`src/hdl/bfhp_pkg.sv`:
```
// ============================================================================
// bfhp_pkg
// Shared types and constants for the bitstream file header parser: parse
// phases, byte classification, queue entries and result codes.
// ============================================================================
`default_nettype none

package bfhp_pkg;

    // parse phases of the tagged file walk
    typedef enum logic [3:0] {
        PH_HLEN_HI,
        PH_HLEN_LO,
        PH_HSKIP,
        PH_SLEN_HI,
        PH_SLEN_LO,
        PH_TAG,
        PH_FLEN_HI,
        PH_FLEN_LO,
        PH_FIELD,
        PH_PLEN0,
        PH_PLEN1,
        PH_PLEN2,
        PH_PLEN3,
        PH_PAYLOAD,
        PH_TRAIL,
        PH_DEAD
    } t_phase;

    // flags worked out by the front end for one byte
    typedef struct packed {
        logic       is_e;
        logic       is_meta;
        logic [1:0] meta_idx;
        logic [3:0] sync_hit;
        logic       is_ff;
    } t_class;

    // one entry of the queue between front and back
    typedef struct packed {
        logic [7:0] byte_value;
        logic       is_last;
        logic       raw;
        t_class     cls;
    } t_item;

    // one result transaction
    typedef struct packed {
        logic [1:0] byte_kind;
        logic [1:0] field_tag;
        logic [7:0] byte_out;
        logic       finished;
        logic [2:0] status_code;
    } t_result;

    // byte kinds
    localparam logic [1:0] KIND_HEADER  = 2'd0;
    localparam logic [1:0] KIND_META    = 2'd1;
    localparam logic [1:0] KIND_PAYLOAD = 2'd2;
    localparam logic [1:0] KIND_TRAIL   = 2'd3;

    // status codes
    localparam logic [2:0] ST_OK         = 3'd0;
    localparam logic [2:0] ST_TOO_SHORT  = 3'd1;
    localparam logic [2:0] ST_BAD_SLEN   = 3'd2;
    localparam logic [2:0] ST_TRUNCATED  = 3'd3;
    localparam logic [2:0] ST_PAY_SHORT  = 3'd4;
    localparam logic [2:0] ST_NO_PAYLOAD = 3'd5;
    localparam logic [2:0] ST_NO_SYNC    = 3'd6;
    localparam logic [2:0] ST_BLANK      = 3'd7;

    // tag bytes and the code for a tag that is not metadata
    localparam logic [7:0] CHAR_A    = 8'h61;
    localparam logic [7:0] CHAR_D    = 8'h64;
    localparam logic [7:0] CHAR_E    = 8'h65;
    localparam logic [2:0] TAG_OTHER = 3'd4;

    // sync word and blank byte
    localparam logic [7:0] SYNC_B0    = 8'haa;
    localparam logic [7:0] SYNC_B1    = 8'h99;
    localparam logic [7:0] SYNC_B2    = 8'h55;
    localparam logic [7:0] SYNC_B3    = 8'h66;
    localparam logic [7:0] BLANK_BYTE = 8'hff;

    // input format register
    localparam logic FORMAT_RAW   = 1'b0;
    localparam logic FORMAT_RESET = 1'b1;

    // depth of both queues
    localparam int QUEUE_DEPTH = 2;

endpackage

`default_nettype wire

```
`src/hdl/bitstream_file_header_parser_unit.sv`:
```
// A byte passes through the item queue and then the result queue before its result reaches the ports.
// Throughput: one byte per cycle while neither queue is full; the parser updates its state once per byte.
// A two-entry queue sits between front and parser and another before the result side.
// Reset (synchronous, active low) empties both queues, clears the parse state
// and sets the input format to tagged bit file. There is no clearing pass.
// ============================================================================
// bitstream_file_header_parser_unit
// Top level: byte classifier, queue, parser and result queue.
// ============================================================================
`default_nettype none

module bitstream_file_header_parser_unit #(
    parameter int SYNC_WINDOW    = 4096,
    parameter int MIN_FILE_BYTES = 16
) (
    input  wire logic       i_clk,
    input  wire logic       i_rst_n,
    input  wire logic       i_cfg_we,
    input  wire logic       i_cfg_input_format,
    input  wire logic       push,
    output logic            full,
    input  wire logic [7:0] i_byte_value,
    input  wire logic       i_is_last,
    output logic            empty,
    input  wire logic       pop,
    output logic [1:0]      o_byte_kind,
    output logic [1:0]      o_field_tag,
    output logic [7:0]      o_byte_out,
    output logic            o_finished,
    output logic [2:0]      o_status_code
);

    import bfhp_pkg::*;

    t_item   front_item;
    t_item   back_item;
    t_result back_result;
    t_result out_result;
    logic    q_wr;
    logic    q_empty;
    logic    back_take;
    logic    res_full;

    // front end
    bfhp_front u_front (
        .i_clk              (i_clk),
        .i_rst_n            (i_rst_n),
        .i_cfg_we           (i_cfg_we),
        .i_cfg_input_format (i_cfg_input_format),
        .i_push             (push),
        .i_q_full           (full),
        .i_byte_value       (i_byte_value),
        .i_is_last          (i_is_last),
        .o_q_wr             (q_wr),
        .o_item             (front_item)
    );

    // queue between front and back
    bfhp_fifo #(
        .WIDTH ($bits(t_item)),
        .DEPTH (QUEUE_DEPTH)
    ) u_item_q (
        .i_clk   (i_clk),
        .i_rst_n (i_rst_n),
        .i_wr    (q_wr),
        .i_wdata (front_item),
        .i_rd    (back_take),
        .o_rdata (back_item),
        .o_full  (full),
        .o_empty (q_empty)
    );

    // parser
    bfhp_back #(
        .SYNC_WINDOW    (SYNC_WINDOW),
        .MIN_FILE_BYTES (MIN_FILE_BYTES)
    ) u_back (
        .i_clk      (i_clk),
        .i_rst_n    (i_rst_n),
        .i_valid    (!q_empty),
        .i_item     (back_item),
        .i_res_full (res_full),
        .o_take     (back_take),
        .o_result   (back_result)
    );

    // result queue
    bfhp_fifo #(
        .WIDTH ($bits(t_result)),
        .DEPTH (QUEUE_DEPTH)
    ) u_res_q (
        .i_clk   (i_clk),
        .i_rst_n (i_rst_n),
        .i_wr    (back_take),
        .i_wdata (back_result),
        .i_rd    (pop),
        .o_rdata (out_result),
        .o_full  (res_full),
        .o_empty (empty)
    );

    // result ports
    assign o_byte_kind   = out_result.byte_kind;
    assign o_field_tag   = out_result.field_tag;
    assign o_byte_out    = out_result.byte_out;
    assign o_finished    = out_result.finished;
    assign o_status_code = out_result.status_code;

endmodule

`default_nettype wire

```
`src/hdl/bfhp_fifo.sv`:
```
// ============================================================================
// bfhp_fifo
// Small register queue used between front and back and in front of the
// result ports. Read data is taken from the oldest entry.
// ============================================================================
`default_nettype none

module bfhp_fifo #(
    parameter int WIDTH = 8,
    parameter int DEPTH = 2
) (
    input  wire logic             i_clk,
    input  wire logic             i_rst_n,
    input  wire logic             i_wr,
    input  wire logic [WIDTH-1:0] i_wdata,
    input  wire logic             i_rd,
    output logic      [WIDTH-1:0] o_rdata,
    output logic                  o_full,
    output logic                  o_empty
);

    localparam int PTR_W = (DEPTH > 1) ? $clog2(DEPTH) : 1;
    localparam int CNT_W = $clog2(DEPTH + 1);

    logic [WIDTH-1:0] r_mem [DEPTH];
    logic [PTR_W-1:0] r_wptr;
    logic [PTR_W-1:0] r_rptr;
    logic [CNT_W-1:0] r_count;
    logic             wr_ok;
    logic             rd_ok;

    assign o_full  = (r_count == CNT_W'(DEPTH));
    assign o_empty = (r_count == '0);
    assign wr_ok   = i_wr && !o_full;
    assign rd_ok   = i_rd && !o_empty;
    assign o_rdata = r_mem[r_rptr];

    // entry storage
    always_ff @(posedge i_clk) begin
        if (wr_ok) begin
            r_mem[r_wptr] <= i_wdata;
        end
    end

    // pointers and fill count
    always_ff @(posedge i_clk) begin
        if (!i_rst_n) begin
            r_wptr  <= '0;
            r_rptr  <= '0;
            r_count <= '0;
        end else begin
            if (wr_ok) begin
                r_wptr <= (r_wptr == PTR_W'(DEPTH - 1)) ? '0 : r_wptr + 1'b1;
            end
            if (rd_ok) begin
                r_rptr <= (r_rptr == PTR_W'(DEPTH - 1)) ? '0 : r_rptr + 1'b1;
            end
            if (wr_ok && !rd_ok) begin
                r_count <= r_count + 1'b1;
            end else if (rd_ok && !wr_ok) begin
                r_count <= r_count - 1'b1;
            end
        end
    end

endmodule

`default_nettype wire

```
`src/hdl/bfhp_front.sv`:
```
// ============================================================================
// bfhp_front
// Input side: holds the format register, accepts bytes and tags each one
// with the compare results the parser needs.
// ============================================================================
`default_nettype none

module bfhp_front (
    input  wire logic           i_clk,
    input  wire logic           i_rst_n,
    input  wire logic           i_cfg_we,
    input  wire logic           i_cfg_input_format,
    input  wire logic           i_push,
    input  wire logic           i_q_full,
    input  wire logic [7:0]     i_byte_value,
    input  wire logic           i_is_last,
    output logic                o_q_wr,
    output bfhp_pkg::t_item     o_item
);

    import bfhp_pkg::*;

    logic       r_format;
    logic [1:0] meta_off;

    // format register
    always_ff @(posedge i_clk) begin
        if (!i_rst_n) begin
            r_format <= FORMAT_RESET;
        end else if (i_cfg_we) begin
            r_format <= i_cfg_input_format;
        end
    end

    // byte classification, tag index only needs the low two bits
    assign meta_off = i_byte_value[1:0] - CHAR_A[1:0];

    always_comb begin
        o_item.byte_value   = i_byte_value;
        o_item.is_last      = i_is_last;
        o_item.raw          = (r_format == FORMAT_RAW);
        o_item.cls.is_e     = (i_byte_value == CHAR_E);
        o_item.cls.is_meta  = (i_byte_value >= CHAR_A) && (i_byte_value <= CHAR_D);
        o_item.cls.meta_idx = meta_off;
        o_item.cls.sync_hit = {i_byte_value == SYNC_B3, i_byte_value == SYNC_B2,
                               i_byte_value == SYNC_B1, i_byte_value == SYNC_B0};
        o_item.cls.is_ff    = (i_byte_value == BLANK_BYTE);
    end

    // queue write on each accepted transaction
    assign o_q_wr = i_push && !i_q_full;

endmodule

`default_nettype wire

```
`src/hdl/bfhp_back.sv`:
```
// ============================================================================
// bfhp_back
// Parser state machine: walks header, tagged fields and payload, tracks
// the sync word and blank check, and forms one result per byte.
// ============================================================================
`default_nettype none

module bfhp_back #(
    parameter int SYNC_WINDOW    = 4096,
    parameter int MIN_FILE_BYTES = 16
) (
    input  wire logic            i_clk,
    input  wire logic            i_rst_n,
    input  wire logic            i_valid,
    input  wire bfhp_pkg::t_item i_item,
    input  wire logic            i_res_full,
    output logic                 o_take,
    output bfhp_pkg::t_result    o_result
);

    import bfhp_pkg::*;

    localparam int SW_W = $clog2(SYNC_WINDOW + 1);
    localparam int FC_W = $clog2(MIN_FILE_BYTES + 1);

    t_phase      r_phase,     n_phase;
    logic [31:0] r_remain,    n_remain;
    logic [FC_W-1:0] r_fcount, n_fcount;
    logic [SW_W-1:0] r_sync_cnt, n_sync_cnt;
    logic [1:0]  r_sync_prog, n_sync_prog;
    logic        r_sync_seen, n_sync_seen;
    logic        r_not_blank, n_not_blank;
    logic [2:0]  r_tag,       n_tag;
    logic [2:0]  r_err,       n_err;
    logic        feed;
    logic [2:0]  pay_status;

    assign o_take = i_valid && !i_res_full;

    // next state and parse datapath
    always_comb begin
        n_phase     = r_phase;
        n_remain    = r_remain;
        n_tag       = r_tag;
        n_err       = r_err;
        n_sync_cnt  = r_sync_cnt;
        n_sync_prog = r_sync_prog;
        n_sync_seen = r_sync_seen;
        n_not_blank = r_not_blank;
        n_fcount    = (r_fcount < FC_W'(MIN_FILE_BYTES)) ? r_fcount + 1'b1 : r_fcount;
        feed        = i_item.raw || (r_phase == PH_PAYLOAD);

        // payload checks
        if (feed) begin
            if (!i_item.cls.is_ff) begin
                n_not_blank = 1'b1;
            end
            if (r_sync_cnt < SW_W'(SYNC_WINDOW)) begin
                n_sync_cnt = r_sync_cnt + 1'b1;
                if (!r_sync_seen) begin
                    if (i_item.cls.sync_hit[r_sync_prog]) begin
                        if (r_sync_prog == 2'd3) begin
                            n_sync_seen = 1'b1;
                            n_sync_prog = 2'd0;
                        end else begin
                            n_sync_prog = r_sync_prog + 1'b1;
                        end
                    end else begin
                        n_sync_prog = i_item.cls.sync_hit[0] ? 2'd1 : 2'd0;
                    end
                end
            end
        end

        // tagged file walk
        if (!i_item.raw) begin
            case (r_phase)
                PH_HLEN_HI, PH_SLEN_HI, PH_FLEN_HI: begin
                    n_remain = {16'd0, i_item.byte_value, 8'd0};
                    n_phase  = t_phase'(r_phase + 1'b1);
                end
                PH_HLEN_LO: begin
                    n_remain = {16'd0, r_remain[15:8], i_item.byte_value};
                    n_phase  = (n_remain != '0) ? PH_HSKIP : PH_SLEN_HI;
                end
                PH_HSKIP: begin
                    n_remain = r_remain - 1'b1;
                    if (r_remain == 32'd1) begin
                        n_phase = PH_SLEN_HI;
                    end
                end
                PH_SLEN_LO: begin
                    if ({r_remain[15:8], i_item.byte_value} != 16'd1) begin
                        n_err   = ST_BAD_SLEN;
                        n_phase = PH_DEAD;
                    end else begin
                        n_phase = PH_TAG;
                    end
                    n_remain = '0;
                end
                PH_TAG: begin
                    if (i_item.cls.is_e) begin
                        n_remain = '0;
                        n_phase  = PH_PLEN0;
                    end else begin
                        n_tag   = i_item.cls.is_meta ? {1'b0, i_item.cls.meta_idx}
                                                     : TAG_OTHER;
                        n_phase = PH_FLEN_HI;
                    end
                end
                PH_FLEN_LO: begin
                    n_remain = {16'd0, r_remain[15:8], i_item.byte_value};
                    n_phase  = (n_remain != '0) ? PH_FIELD : PH_TAG;
                end
                PH_FIELD: begin
                    n_remain = r_remain - 1'b1;
                    if (r_remain == 32'd1) begin
                        n_phase = PH_TAG;
                    end
                end
                PH_PLEN0, PH_PLEN1, PH_PLEN2: begin
                    n_remain = {r_remain[23:0], i_item.byte_value};
                    n_phase  = t_phase'(r_phase + 1'b1);
                end
                PH_PLEN3: begin
                    n_remain = {r_remain[23:0], i_item.byte_value};
                    n_phase  = (n_remain != '0) ? PH_PAYLOAD : PH_TRAIL;
                end
                PH_PAYLOAD: begin
                    n_remain = r_remain - 1'b1;
                    if (r_remain == 32'd1) begin
                        n_phase = PH_TRAIL;
                    end
                end
                PH_TRAIL, PH_DEAD: begin
                    n_phase = r_phase;
                end
                default: begin
                    n_phase = r_phase;
                end
            endcase
        end
    end

    // result fields
    always_comb begin
        o_result.byte_out  = i_item.byte_value;
        o_result.finished  = i_item.is_last;
        o_result.field_tag = 2'd0;
        o_result.byte_kind = KIND_HEADER;
        if (i_item.raw) begin
            o_result.byte_kind = KIND_PAYLOAD;
        end else begin
            case (r_phase)
                PH_FIELD: begin
                    if (r_tag != TAG_OTHER) begin
                        o_result.byte_kind = KIND_META;
                        o_result.field_tag = r_tag[1:0];
                    end
                end
                PH_PAYLOAD: o_result.byte_kind = KIND_PAYLOAD;
                PH_TRAIL:   o_result.byte_kind = KIND_TRAIL;
                default:    o_result.byte_kind = KIND_HEADER;
            endcase
        end

        // end of file status
        pay_status = !n_sync_seen ? ST_NO_SYNC : (!n_not_blank ? ST_BLANK : ST_OK);
        o_result.status_code = ST_OK;
        if (i_item.is_last) begin
            if (i_item.raw) begin
                o_result.status_code = pay_status;
            end else if (n_fcount < FC_W'(MIN_FILE_BYTES)) begin
                o_result.status_code = ST_TOO_SHORT;
            end else if (n_err != ST_OK) begin
                o_result.status_code = n_err;
            end else begin
                case (n_phase)
                    PH_TAG:     o_result.status_code = ST_NO_PAYLOAD;
                    PH_PAYLOAD: o_result.status_code = ST_PAY_SHORT;
                    PH_TRAIL:   o_result.status_code = pay_status;
                    default:    o_result.status_code = ST_TRUNCATED;
                endcase
            end
        end
    end

    // parse state, cleared after the last byte of a file
    always_ff @(posedge i_clk) begin
        if (!i_rst_n || (o_take && i_item.is_last)) begin
            r_phase     <= PH_HLEN_HI;
            r_remain    <= '0;
            r_fcount    <= '0;
            r_sync_cnt  <= '0;
            r_sync_prog <= '0;
            r_sync_seen <= 1'b0;
            r_not_blank <= 1'b0;
            r_tag       <= '0;
            r_err       <= ST_OK;
        end else if (o_take) begin
            r_phase     <= n_phase;
            r_remain    <= n_remain;
            r_fcount    <= n_fcount;
            r_sync_cnt  <= n_sync_cnt;
            r_sync_prog <= n_sync_prog;
            r_sync_seen <= n_sync_seen;
            r_not_blank <= n_not_blank;
            r_tag       <= n_tag;
            r_err       <= n_err;
        end
    end

endmodule

`default_nettype wire

```
`config.mk`:
```
export PLATFORM = sky130hd
export DESIGN_NAME = bitstream_file_header_parser_unit
export DESIGN_NICKNAME = d
export VERILOG_FILES = /design/src/hdl/bfhp_pkg.sv /design/src/hdl/bitstream_file_header_parser_unit.sv /design/src/hdl/bfhp_fifo.sv /design/src/hdl/bfhp_front.sv /design/src/hdl/bfhp_back.sv
export SDC_FILE = /design/constraint.sdc
export NUM_CORES = 1
export LEC_CHECK = 0
export ABC_AREA = 1
export BUFFER_PORTS_ARGS = -buffer_cell sky130_fd_sc_hd__buf_2
export CAP_MARGIN = 40
export CELL_PAD_IN_SITES_DETAIL_PLACEMENT = 2
export CELL_PAD_IN_SITES_GLOBAL_PLACEMENT = 2
export CORE_ASPECT_RATIO = 1.2
export CORE_MARGIN = 2
export CORE_UTILIZATION = 41
export DETAILED_ROUTE_END_ITERATION = 8
export GPL_TIMING_DRIVEN = 0
export PLACE_DENSITY = 0.89
export RECOVER_POWER = 100
export SYNTH_ARGS = -nofsm -noshare
export SYNTH_HDL_FRONTEND = slang
export SYNTH_HIERARCHICAL = 1
export SYNTH_SLANG_ARGS = --single-unit
export TNS_END_PERCENT = 5
```
`constraint.sdc`:
```
create_clock -name i_clk -period 5.9 [get_ports i_clk]
set_input_delay 0.885 -clock i_clk [delete_from_list [all_inputs] [get_ports i_clk]]
set_output_delay 0.885 -clock i_clk [all_outputs]
set_load 0.02 [all_outputs]
```
==> impl_metrics.csv <==
group,metric,value,unit
finish,num_antenna_cells,0,
setup_path,crit_slowest_cell,"nor3_1",
sta,max-slew-margin-rel,0.0413,
clock_tree,root_buffer,"clkbuf_16",
logic_synthesis,synth_flop_cell,"dfxtp_1",
setup_path,reg2regPathDepth,16,
global_routing,grt.overflow.total,0,
drt,m1WireLength,12600,µm
power,max-vdd-ir-drop,227,µV
sta,setup_tns,0,ps
drt,vias_per_cell,5.77,
logic_synthesis,syn_area,8090,µm²
finish,final_cell_mix,"nand2_1 (189), inv_1 (137), nor2_1 (123), a21oi_1 (79), dfxtp_1 (75)",
setup_path,cp-endpoint,"u_back/r_remain[0]",
setup_path,crit_top_cell,"nand2_1",
drt,dr.pass1.iters,5,
sta,layout_min_cycle_time,4690,ps
logic_synthesis,synth_cell_type_count,50,
die,die_h,158,µm
clock_tree,clk_latency,440,ps
setup_path,r2r_slack,1210,ps
die,initial_core_util,0.416,
logic_synthesis,synth_seq_cells,145,
outcome,status,"completed",
sta,setup-violations-final,0,
drt,top_layer_used,"met4",
logic_synthesis,ys_seq_area_frac,0.445,
sta,fmax,213,MHz
place,io_buffers,31,
place,hpwlAfterDp,22400,µm
drt,routedWlPerCell,26.2,µm
logic_synthesis,synth_area_per_cell,8.13,µm²
global_routing,grt_pass1_wl,52200,µm
sta,drv_slew,0,
global_routing,grt_pass1_vias,8555,
setup_path,r2r-end,"u_back/r_remain[0]",
drt,ant_nets,0,
sta,hold_viol,0,
sta,fin_worst_skew,11.3,ps
power,p_leak,3.63,nW
logic_synthesis,yosysWarnings,6,
sta,worst_slew_pin_slew,1430,ps
global_routing,grt_max_degree,18,
setup_path,critPathMaxFanout,10,
power,power_density,588,nW/µm²
clock_tree,clkSinkCount,145,
clock_tree,post_cts_buffers,0,
logic_synthesis,syn_inst,996,
drt,via_count,7634,
sta,layout_worst_path_cycle_share,0.794,
finish,syn_to_final_growth,10.8,%
logic_synthesis,synthArstFlopShare,0,
power,power,5.27,mW
setup_path,slowest_delay,1090,ps
finish,nets,1082,
logic_synthesis,synth_nets,1028,
hold_path,min-delay-start,"u_back/r_remain[31]",
clock_tree,cts_made_buffers,17,
clock_tree,htree_levels,4,
clock_tree,cts_tree,"done",
hold_path,hold_path_class,"reg -> reg",
clock_tree,clk_pin_slew,70,ps
die,rows,56,
drt,route.met2.wl,18600,µm
finish,drive_gt1_frac,0.109,
setup_path,cp.arrival,5020,ps
finish,fill_cells,2300,
clock_tree,clockBufferDepth,2,
drt,drt-initial-drc-count,463,
die,fp.dieArea,20900,µm²
clock_tree,ctsResizeCount,0,
clock_tree,hold_buffers,0,
drt,routed_wl,34600,µm
setup_path,crit_path_start,"u_back/r_phase[0]",
place,gp_congestion,0.847,
die,die_w,132,µm
setup_path,rr_startpoint,"u_back/r_phase[0]",
die,core,19500,µm²
setup_path,crit_path_start_kind,"flip-flop",
setup_path,path_cells,"inv_1, ha_1, nor2_1, nand2_1, nand2_1, inv_2, nor2_8, inv_4, nor2_8, inv_2, nor3_1, nand3_2, nand2_1, inv_1, clkbuf_1, a21oi_1",
sta,holdWs,476,ps
sta,rsz0062_at_grt,"false",
drt,drcViolationCount,0,
logic_synthesis,synth_edf_count,70,
setup_path,required,6240,ps
finish,final_common_cell,"nand2_1",
setup_path,critical_path_class,"reg -> reg",
global_routing,grt_antenna_before_repair,0,
drt,dr_wl_met3,1260,µm
die,pin_count,33,
run,maxCapViolations,0,
global_routing,grt_usage,0.336,
setup_path,setup.worst_path.end_class,"flip-flop",
## final cells by class
cell class	instances	area [µm²]	share of cell area
plain buffers	37	204	0.0227
inverters	153	577	0.0643
flip-flops and latches	145	3600	0.402
well taps	261	327	0.0364
clock inverters	11	129	0.0144
repair buffers	35	149	0.0166
multi-input cells	661	3530	0.393
clock buffers	21	450	0.0502
## worst max-delay path: cells and delay by family, from the launching register on
| family | cells | cell delay [ps] |
|---|---|---|
| compound gates | 1 | 340 |
| fa+ha+maj | 1 | 360 |
| buf+inv | 6 | 1180 |
| flops | 1 | 480 |
| simple gates | 8 | 2230 |
## per-stage QoR
step / instances / setup slack, ps / instance area [µm²] / util
global route: 1324 / 1040 / 8970 / 0.460
detailed placement: 1292 / 2600 / 8630 / 0.443
global placement: 1288 / 2820 / 8580 / 0.440
finish: 1324 / 1210 / 8970 / 0.460
CTS: 1324 / 2290 / 9210 / 0.473
floorplan: 996 / 3440 / 8090 / -
## flip-flops by register name, indices dropped and copies added (netlist names), 2 cells and up, named ones only
name                flops
u_back/r_phase          4
u_res_q/r_mem          32
u_back/r_sync_prog      2
u_back/r_remain        32
u_item_q/r_mem         38
u_back/r_tag            3
u_item_q/r_count        2
u_back/r_sync_cnt      13
u_back/r_fcount         5
u_back/r_err            3
u_res_q/r_count         2
## Yosys cell counts, types with 9 or more instances
master	count	area share
a21oi_1	79	0.049
buf_4	18	0.017
clkbuf_1	9	0.0042
dfxtp_1	75	0.19
edfxtp_1	70	0.26
ha_1	17	0.026
inv_1	135	0.063
inv_2	16	0.0074
mux2_2	15	0.021
mux2_4	20	0.037
nand2_1	188	0.087
nand2_2	10	0.0077
nand3_1	48	0.030
nand4_1	10	0.0077
nor2_1	119	0.055
nor3_1	18	0.011
o21ai_0	54	0.033
## how the worst min path moves through the flow
stage                     endpoint  cells after the start  slack [ps]
6_report       u_back/r_remain[31]                      2         480
5_1_grt        u_back/r_remain[29]                      2         500
4_1_cts        u_back/r_remain[31]                      2         480
3_5_place_dp   u_back/r_remain[31]                      2         470
3_3_place_gp    u_back/r_not_blank                      2         440
2_1_floorplan   u_back/r_not_blank                      2         430
## kinds of logic (layout without fill, tap and decap cells)
logic type      Yosys count  count (layout)  synth area share
simple gates            428             428             0.238
fa+ha+maj                17              17            0.0263
mux                      35              35            0.0580
flops                   145             145             0.445
compound gates          175             175             0.119
xor+xnor                  6               6           0.00649
buf+inv                 190             257             0.107
## per-layer routing
layer	vias up	global-route usage
met5	-	0
met4	0	0.216
met3	131	0.0586
met2	271	0.640
met1	3859	0.340
li1	3373	-
## power by group
group	switching [mW]	internal, mW
Combinational	1.92	0.740
Clock	0.478	0.637
Sequential	0.179	1.32
Total	2.58	2.69
(Power assumes the default switching activity.)
